<file path="src/sv/fpexp_pkg.sv">
// Shared types and constants of the fixed-point exponential core.
// Used by the clamp stage, the term stages and the top level; depends on nothing.
`default_nettype none

package fpexp_pkg;

	// Field widths of the operand and the result.
	localparam int XW      = 64;
	localparam int OUT_W   = 34;
	// Magnitudes of the operand and of a term never exceed 1.0 in Q32.32.
	localparam int FRAC_W  = 32;
	localparam int MAG_W   = FRAC_W + 1;
	// The running sum stays between 0 and about 2.72; a few guard bits cover it.
	localparam int SUM_W   = 36;
	// Divisors fit in six bits (up to 63) and the reciprocals reach 2^33.
	localparam int DIV_W   = 6;
	localparam int RECIP_W = FRAC_W + 2;

	localparam logic [MAG_W-1:0] Q_ONE = {1'b1, {FRAC_W{1'b0}}};

	// Word that travels down the term pipeline.
	typedef struct packed {
		logic                    xneg;
		logic [MAG_W-1:0]        xmag;
		logic                    tneg;
		logic [MAG_W-1:0]        tmag;
		logic signed [SUM_W-1:0] sum;
	} term_word_t;

endpackage

`default_nettype wire

</file>
<file path="src/sv/fpexp_clamp.sv">
// Input stage: takes the operand apart into sign and magnitude and clamps it to 1.0.
// Depends on fpexp_pkg.
`default_nettype none

module fpexp_clamp import fpexp_pkg::*; (
	input  wire logic                 clk,
	input  wire logic                 arst_n,
	input  wire logic                 in_valid,
	input  wire logic signed [XW-1:0] x_value,
	output logic                      out_valid,
	output term_word_t                out_word
);

	logic          valid_s1;
	term_word_t    word_s1;
	logic          xneg;
	logic [XW-1:0] neg_raw;
	logic [XW-1:0] mag_full;
	logic          over_one;
	term_word_t    word_in;

	// Sign and magnitude; the most negative value lands above 1.0 and clamps too.
	assign xneg     = x_value[XW-1];
	assign neg_raw  = ~x_value + XW'(1);
	assign mag_full = xneg ? neg_raw : x_value;
	assign over_one = mag_full > XW'(Q_ONE);

	// The series starts with term = sum = 1.0.
	always_comb begin
		word_in.xneg = xneg;
		word_in.xmag = over_one ? Q_ONE : mag_full[MAG_W-1:0];
		word_in.tneg = 1'b0;
		word_in.tmag = Q_ONE;
		word_in.sum  = $signed({{(SUM_W-MAG_W){1'b0}}, Q_ONE});
	end

	// Valid bit.
	always_ff @(posedge clk or negedge arst_n) begin
		if (!arst_n) begin
			valid_s1 <= 1'b0;
		end else begin
			valid_s1 <= in_valid;
		end
	end

	// Payload.
	always_ff @(posedge clk) begin
		word_s1 <= word_in;
	end

	assign out_valid = valid_s1;
	assign out_word  = word_s1;

endmodule

`default_nettype wire

</file>
<file path="config.mk">
export PLATFORM = sky130hd
export DESIGN_NAME = fpexp_clamp
export DESIGN_NICKNAME = d
export VERILOG_FILES = /design/src/sv/fpexp_pkg.sv /design/src/sv/fpexp_clamp.sv
export SDC_FILE = /design/constraint.sdc
export NUM_CORES = 1
export LEC_CHECK = 0
export ABC_AREA = 0
export BUFFER_PORTS_ARGS = -buffer_cell sky130_fd_sc_hd__buf_2
export CAP_MARGIN = 15
export CORE_UTILIZATION = 54
export CTS_CLUSTER_SIZE = 8
export DETAILED_ROUTE_END_ITERATION = 8
export PLACE_DENSITY = 0.88
export SLEW_MARGIN = 25
export SYNTH_ARGS = -nofsm -noshare
export SYNTH_HDL_FRONTEND = slang
export SYNTH_SLANG_ARGS = --single-unit
</file>
<file path="constraint.sdc">
create_clock -name clk -period 0.95 [get_ports clk]
set_clock_uncertainty 0.05 [all_clocks]
set_input_delay 0.095 -clock clk [delete_from_list [all_inputs] [get_ports clk]]
set_output_delay 0.095 -clock clk [all_outputs]
set_load 0.05 [all_outputs]
</file>
==> flow_summary_export.csv, run 1 <==
group,metric,value,unit
grt,grt_pass1_vias,7213,
synth,synth_edf_count,0,
grt,grt_overflow,17,
synth,synthArstFlopShare,2.86,%
place,port_buffers,101,
clock_network,cts.htree.levels,2,
synth,synth_compound_area_share,17.1,%
synth,post-synth-top-area-fraction,16.2,%
clock_network,clkSinkCount,35,
grt,grt_first_pass_wirelength,43700,um
synth,synth_largest_area_cell,"dfxtp_1",
synth,syn-cell-area,4200,sq um
place,pre_cts_ws,-2400,ps
synth,syn_inst,522,
clock_network,cts-root-buf,"clkbuf_8",
synth,synth-seq-area-share,16.8,%
synth,yosys_register_bits,35,
synth,synthFlopType,"dfxtp_1",
synth,muxShareOfSynthArea,1.94,%
grt,grt_max_degree,22,
synth,ys_warn_count,0,
synth,syn_avg_cell_area,8.05,sq um
synth,synth_xor_xnor_area_share,7.92,%
synth,synthAdderAreaFrac,0.298,%
floorplan,die_width,90.2,um
place,gp_congestion,1.13,
place,post-dp-hpwl,13200,um
status,outcome,"did not finish",
synth,synth_cell_types,77,
synth,synth_top_family_by_area,"simple AND/OR/NAND/NOR gates",
synth,synthTopCellsByArea,"dfxtp_1, buf_4, nor4_2",
status,tool.error,"[ERROR GRT-0116] Global routing finished with congestion. Check the congestion regions in the DRC Viewer.",
clock_network,clockBufferDepth,2,
grt,grt.total_usage,69.8,%
synth,synth-simple-area-share,37.6,%
clock_network,cts_buffers,5,
floorplan,boundaryPins,172,
floorplan,start_util,57.0,%
floorplan,die_h,90.2,um
status,failing_step,"global routing (5_1_grt)",
floorplan,num_rows,31,
-- what timing repair did --
item / 4_1_cts
hold buffers: 3
pin swaps: 15
hold endpoints to repair: 3
buffers inserted: 13
setup endpoints to repair: 68
gates resized for setup: 98
gates cloned: 3
-- Yosys cell counts, types with 4 or more instances --
library cell	n
nor2_1	37
o21ai_0	24
mux2i_1	7
nor4_1	15
o32ai_1	4
nand3_1	15
nor3_1	27
or3_1	11
buf_4	77
inv_1	6
nor4b_1	5
xnor2_1	10
clkbuf_1	11
buf_6	9
nand2_1	35
or4_1	11
a31oi_1	6
nor4_2	35
a21oi_1	15
dfxtp_1	34
a32oi_1	5
nand4_1	10
xor2_1	28
o31ai_1	11
o41ai_1	4
-- stage by stage --
stage | hold slack, ps | TNS (ps) | area [sq um] | instances
3_5_place_dp | -173 | -73730 | 5820 | 870
4_1_cts | 66.1 | -60060 | 6550 | 897
3_3_place_gp | -180 | -67510 | 5820 | 870
2_1_floorplan | -251 | -58900 | 4550 | 590
-- metal layers --
| layer | GRT overflow | track usage, % |
|---|---|---|
| met5 | 0 | 21.8 |
| met2 | 7 | 87.7 |
| met4 | 9 | 73.0 |
| met3 | 0 | 52.1 |
| met1 | 1 | 68.7 |
-- cells by family after synthesis --
| family | Yosys count |
|---|---|
| compound gates | 99 |
| fa+ha+maj | 1 |
| flops | 35 |
| xor+xnor | 38 |
| other cells | 2 |
| simple gates | 231 |
| buf+inv | 108 |
| mux | 8 |
==> run 2: changes to the inputs <==
- CORE_UTILIZATION: 54 -> 40
- CTS_CLUSTER_SIZE: 8 -> not set
- PLACE_DENSITY: 0.88 -> not set
- PLACE_DENSITY_LB_ADDON: not set -> 0.15
==> run 2 against run 1 <==
Effect of this change:
- the flow now finishes, with violations (setup timing)
- area after synthesis stayed put
- synthesized cell count stayed put
==> flow_summary_export.csv, run 2 <==
group,metric,value,unit
worst_setup_path,crit_chain,"buf_2 > nor3_2 > buf_4 > nand4_1 > or4_4 > and3_4 > a211o_1 > nor4_4 > nand4_2 > buf_8 > clkbuf_16 > nor4_2",
clock_network,cts_buffers,5,
floorplan,num_rows,37,
worst_setup_path,cp.depth,12,
floorplan,coreArea,10200,sq um
worst_setup_path,setup.worst_path.start,"x_value[16]",
worst_setup_path,crit_path_start_kind,"primary input",
timing,finalSetupTns,-60780,ps
cells_and_area,multiInputGateArea,3580,sq um
synth,synthFlopType,"dfxtp_1",
cells_and_area,final_cell_mix,"buf_4, conb_1, buf_6",
clock_network,clkSinkCount,35,
synth,syn-cell-area,4200,sq um
cells_and_area,fin_area,7490,sq um
worst_setup_path,slowest_delay,520,ps
cells_and_area,antenna_cells,0,
worst_setup_path,cp.buffers_inverters,4,
place,port_buffers,101,
cells_and_area,nFillCells,774,
status,violations,"setup timing",
cells_and_area,final_cells,980,
grt,use_met1,31.5,%
timing,hold_ws,52.7,ps
place,post-dp-hpwl,12300,um
timing,hold_viol_final,0,
worst_setup_path,cp_data_arrival_time,3000,ps
synth,synth_edf_count,0,
timing,rsz0062_at_grt,"true",
synth,yosys_register_bits,35,
power,p_clk_share,25.5,%
worst_setup_path,cp-endpoint,"out_word[89]$_SDFF_PN0_",
worst_setup_path,path_delay_family,"simple AND/OR/NAND/NOR gates",
power,power_leakage,3.30,nW
cells_and_area,drive_gt1_share,54.6,%
floorplan,boundaryPins,172,
worst_setup_path,endpoint_kind,"register",
clock_network,cts_tree,"yes",
route,drt_iter0_markers,264,
clock_network,cts.htree.levels,2,
synth,synth_largest_area_cell,"dfxtp_1",
timing,slew_headroom,59.5,%
synth,synth_most_common_cell,"buf_4",
status,outcome,"finished, violations left",
grt,grt_pass1_vias,5293,
synth,synth_cell_types,77,
timing,worst_pin_slew,605,ps
route,wl_per_cell,17.9,um
power,p_sw,2.28,mW
route,antenna_left,0,
synth,synth-seq-area-share,16.8,%
grt,grt_first_pass_wirelength,25800,um
synth,synthTopCellsByArea,"dfxtp_1, buf_4, nor4_2",
grt,antenna_found_initial,0,
grt,grt.total_usage,29.5,%
cells_and_area,final_common_cell,"buf_4",
timing,drv_slew,0,
place,gp_congestion,0.892,
cells_and_area,areaGrowthSynthToFinish,78.3,%
timing,timing.final.crit_share,300,%
worst_setup_path,critical_path_class,"in -> reg",
synth,post-synth-top-area-fraction,16.2,%
min_path,hp-class,"in -> async",
route,vias_per_cell,5.57,
power,powerDensity,748,nW/um^2
grt,gr-usage-met3,2.76,%
route,wl,17600,um
timing,fin_crit,2850,ps
grt,met2_usage,56.5,%
cells_and_area,nNetsFinal,911,
floorplan,die_width,104,um
place,pre_cts_ws,-2250,ps
route,detailedRoute.firstPassIterationCount,5,
grt,grt_max_degree,19,
clock_network,clk_pin_slew,70,ps
synth,syn_inst,522,
run,maxCapViolations,0,
power,power_frac_comb,48.3,%
worst_setup_path,cp.required,1090,ps
place,postPlaceCellArea,6080,sq um
cells_and_area,register_area,717,sq um
timing,fin_ws,-1900,ps
route,drc,0,
floorplan,start_util,41.1,%
power,seqPwrFrac,26.3,%
grt,grt-busiest-layer,"met2",
power,p_int,3.33,mW
synth,synthArstFlopShare,2.86,%
power,p_sw_share,40.7,%
place,placed_cells,932,
power,vdd_drop_max,0.505,mV
floorplan,die_h,104,um
clock_network,clockBufferDepth,2,
floorplan,dieArea,10900,sq um
synth,ys_warn_count,0,
timing,fmax,350,MHz
grt,grt_overflow,0,
synth,synth.cells.most_frequent,"buf_4, nor2_1, nand2_1, nor4_2, dfxtp_1",
route,vias,5455,
cells_and_area,largest_reg_flops,34,
clock_network,cts-root-buf,"clkbuf_8",
worst_setup_path,slowest_stage,"or4_4",
synth,syn_avg_cell_area,8.05,sq um
worst_setup_path,crit_fanout,7,
timing,setup_viol,35,
-- run 2: logic make-up (layout without fill, tap and decap cells) --
kind of cell | after synthesis | in the layout | share of synthesized area (%)
flip-flops | 35 | 35 | 16.8
other | 2 | 70 | 0.179
multiplexers | 8 | 8 | 1.94
adder cells (fa/ha/maj) | 1 | 1 | 0.298
XOR/XNOR | 38 | 38 | 7.92
buffers and inverters | 108 | 362 | 18.2
AND/OR/NAND/NOR | 231 | 231 | 37.6
AO/OA/AOI/OAI | 99 | 99 | 17.1
-- run 2: stage by stage --
step	power, mW	utilization (%)
after global routing	5.81	73.2
after global placement	3.74	59.4
final	5.61	73.2
after floorplan	3.07	-
after CTS	5.33	66.8
after detailed placement	3.76	59.4
-- run 2: worst min-delay path by stage --
| stage | start | end | slack (ps) |
|---|---|---|---|
| global placement | arst_n | out_valid$_DFF_PN0_ | -180 |
| global route | arst_n | out_valid$_DFF_PN0_ | 50 |
| floorplan | arst_n | out_valid$_DFF_PN0_ | -250 |
| CTS | arst_n | out_valid$_DFF_PN0_ | 40 |
| finish | arst_n | out_valid$_DFF_PN0_ | 50 |
| detailed placement | arst_n | out_valid$_DFF_PN0_ | -180 |
-- run 2: power by group through the flow --
stage               logic [mW]  registers (mW)  clock network (mW)
finish                    2.71            1.47                1.43
global route              2.84            1.47                1.50
CTS                       2.42            1.47                1.44
detailed placement        2.26            1.51                   0
global placement          2.23            1.51                   0
floorplan                 1.55            1.52                   0
-- run 2: cell type report --
type                            instances  share of cell area [%]
Tap cell                              136                    2.27
Sequential cell                        35                    9.57
Clock inverter                          2                   0.468
Timing Repair Buffer                  347                    38.2
Inverter                                7                   0.551
Clock buffer                            6                    1.10
Multi-Input combinational cell        447                    47.8
-- run 2: what timing repair did --
item | 4_1_cts | 5_1_grt
pin swaps | 14 | 22
cloned | 4 | 2
buffers inserted | 21 | 13
gates resized for setup | 90 | 113
hold buffers | 2 | 0
setup endpoints to repair | 68 | 60
endpoints found under the hold margin | 2 | 0
-- run 2: per-layer routing --
metal  vias up  wire length (um)
met2       268              9170
li1       2493                 -
met1      2609              6360
met5         -                 0
met4         0              1110
met3        85               946
Note: power is estimated with default switching activity, not from simulation.
==> run 3: changes to the inputs <==
- CELL_PAD_IN_SITES_DETAIL_PLACEMENT: not set -> 1
- CELL_PAD_IN_SITES_GLOBAL_PLACEMENT: not set -> 2
- CORE_UTILIZATION: 40 -> 29
==> run 3 against run 2 <==
Effect of this change:
- the run still ends with setup timing left
- power rose by 10%
- non-clock buffer count fell by 1
- wire length grew 21%
- cell count increased by 4.4%
- sequential share of layout area down 0.14 points
- via count did not move
- clock power up 36%
- sequential cell count unchanged
==> flow_summary_export.csv, run 3 (synthesis gave the netlist of run 2 again) <==
group,metric,value,unit
status,outcome,"finished, violations left",
status,violations,"setup timing",
grt,grt_pass1_vias,5726,
worst_setup_path,slowest_delay,430,ps
timing,fin_crit,2860,ps
floorplan,die_h,122,um
timing,worst_pin_slew,543,ps
timing,drv_slew,0,
clock_network,cts_buffers,5,
run,maxCapViolations,0,
grt,antenna_found_initial,0,
power,totalPowerFinal,6.17,mW
place,post-dp-hpwl,15000,um
clock_network,cts.htree.levels,2,
clock_network,cts-root-buf,"clkbuf_16",
worst_setup_path,cp.required,1100,ps
timing,rsz0062_at_grt,"true",
timing,timing.final.crit_share,302,%
floorplan,start_util,30.0,%
clock_network,clockBufferDepth,2,
floorplan,dieArea,15000,sq um
clock_network,cts_tree,"yes",
cells_and_area,nNetsFinal,910,
route,vias_per_cell,5.33,
route,detailedRoute.firstPassIterationCount,4,
worst_setup_path,endpoint_kind,"register",
power,power_leakage,3.30,nW
worst_setup_path,critical_path_class,"in -> reg",
power,powerDensity,817,nW/um^2
floorplan,die_width,122,um
timing,hold_viol_final,0,
cells_and_area,nFillCells,1656,
power,vdd_drop_max,0.612,mV
route,wl,21300,um
min_path,hp-class,"in -> async",
route,drc,0,
worst_setup_path,cp.buffers_inverters,5,
timing,hold_ws,64.5,ps
grt,grt_max_degree,22,
worst_setup_path,path_delay_family,"simple AND/OR/NAND/NOR gates",
route,wl_per_cell,20.8,um
clock_network,clkSinkCount,35,
timing,fmax,349,MHz
grt,grt_overflow,0,
grt,grt_first_pass_wirelength,31300,um
cells_and_area,antenna_cells,0,
worst_setup_path,slowest_stage,"or4_4",
route,drt_iter0_markers,199,
worst_setup_path,crit_path_start_kind,"primary input",
place,port_buffers,101,
worst_setup_path,crit_fanout,5,
cells_and_area,largest_reg_flops,34,
cells_and_area,final_common_cell,"buf_4",
place,postPlaceCellArea,6100,sq um
grt,grt.total_usage,27.3,%
floorplan,num_rows,43,
cells_and_area,final_cell_mix,"buf_4, conb_1, buf_2",
floorplan,coreArea,14000,sq um
cells_and_area,fin_area,7560,sq um
cells_and_area,drive_gt1_share,54.7,%
route,antenna_left,0,
worst_setup_path,crit_chain,"buf_8 > inv_6 > ha_4 > buf_6 > or3b_4 > or4_4 > o41a_1 > o32ai_2 > nand2_1 > nor4_4 > a41oi_4 > buf_6 > buf_12 > nor4b_4",
place,gp_congestion,0.905,
timing,fin_ws,-1910,ps
timing,slew_headroom,63.3,%
timing,setup_viol,34,
worst_setup_path,path_common_cell,"buf_6",
worst_setup_path,cp_data_arrival_time,3010,ps
clock_network,clk_pin_slew,60,ps
floorplan,boundaryPins,172,
cells_and_area,areaGrowthSynthToFinish,79.9,%
route,vias,5455,
==> run 3: layer usage <==
layer  track usage, %  share of wire, %  wire (um)
met5                0                 0          0
met4             13.6               4.9       1050
met3             2.42               3.7        783
met2             53.2                55      11700
met1             28.8                37       7790
==> run 3: final cells by class <==
type | instances | area (sq um) | share of cell area, %
Sequential cell | 35 | 713 | 9.43
Multi-Input combinational cell | 447 | 3600 | 47.6
Inverter | 7 | 33.8 | 0.447
Clock inverter | 2 | 35.0 | 0.463
Timing Repair Buffer | 346 | 2810 | 37.2
Tap cell | 180 | 225 | 2.98
Clock buffer | 6 | 139 | 1.84
==> run 3: worst max path at each step <==
| stage | startpoint | cells after the start | to |
|---|---|---|---|
| floorplan | x_value[4] | 11 | out_word[82]$_SDFF_PN0_ |
| global placement | x_value[0] | 12 | out_word[76]$_SDFF_PN0_ |
| detailed placement | x_value[0] | 12 | out_word[76]$_SDFF_PN0_ |
| CTS | x_value[26] | 14 | out_word[75]$_SDFF_PN0_ |
| global route | x_value[0] | 15 | out_word[82]$_SDFF_PN0_ |
| finish | x_value[0] | 14 | out_word[82]$_SDFF_PN0_ |
==> run 3: per-stage QoR <==
stage	instances	TNS [ps]	worst slack (ps)	util [%]
6_report	1023	-60520	-1910	54.0
3_5_place_dp	974	-73130	-2270	43.6
5_1_grt	1023	-63530	-2020	54.0
4_1_cts	1018	-58740	-1830	51.9
2_1_floorplan	590	-58900	-1800	-
3_3_place_gp	974	-69010	-2150	43.6
==> run 3: where the power goes <==
part           internal [mW]  leakage (nW)  switching, mW
logic                  0.984          2.93           1.78
clock network           1.30        0.0868          0.635
registers               1.47         0.289        0.00165
total                   3.76          3.30           2.41
==> run 3: repair_timing <==
| item | in CTS | in global routing |
|---|---|---|
| hold buffers | 2 | 0 |
| pin swaps | 19 | 31 |
| cloned | 6 | 0 |
| endpoints found under the hold margin | 2 | 0 |
| setup endpoints to repair | 68 | 47 |
| gates resized for setup | 127 | 56 |
| setup buffers | 28 | 9 |
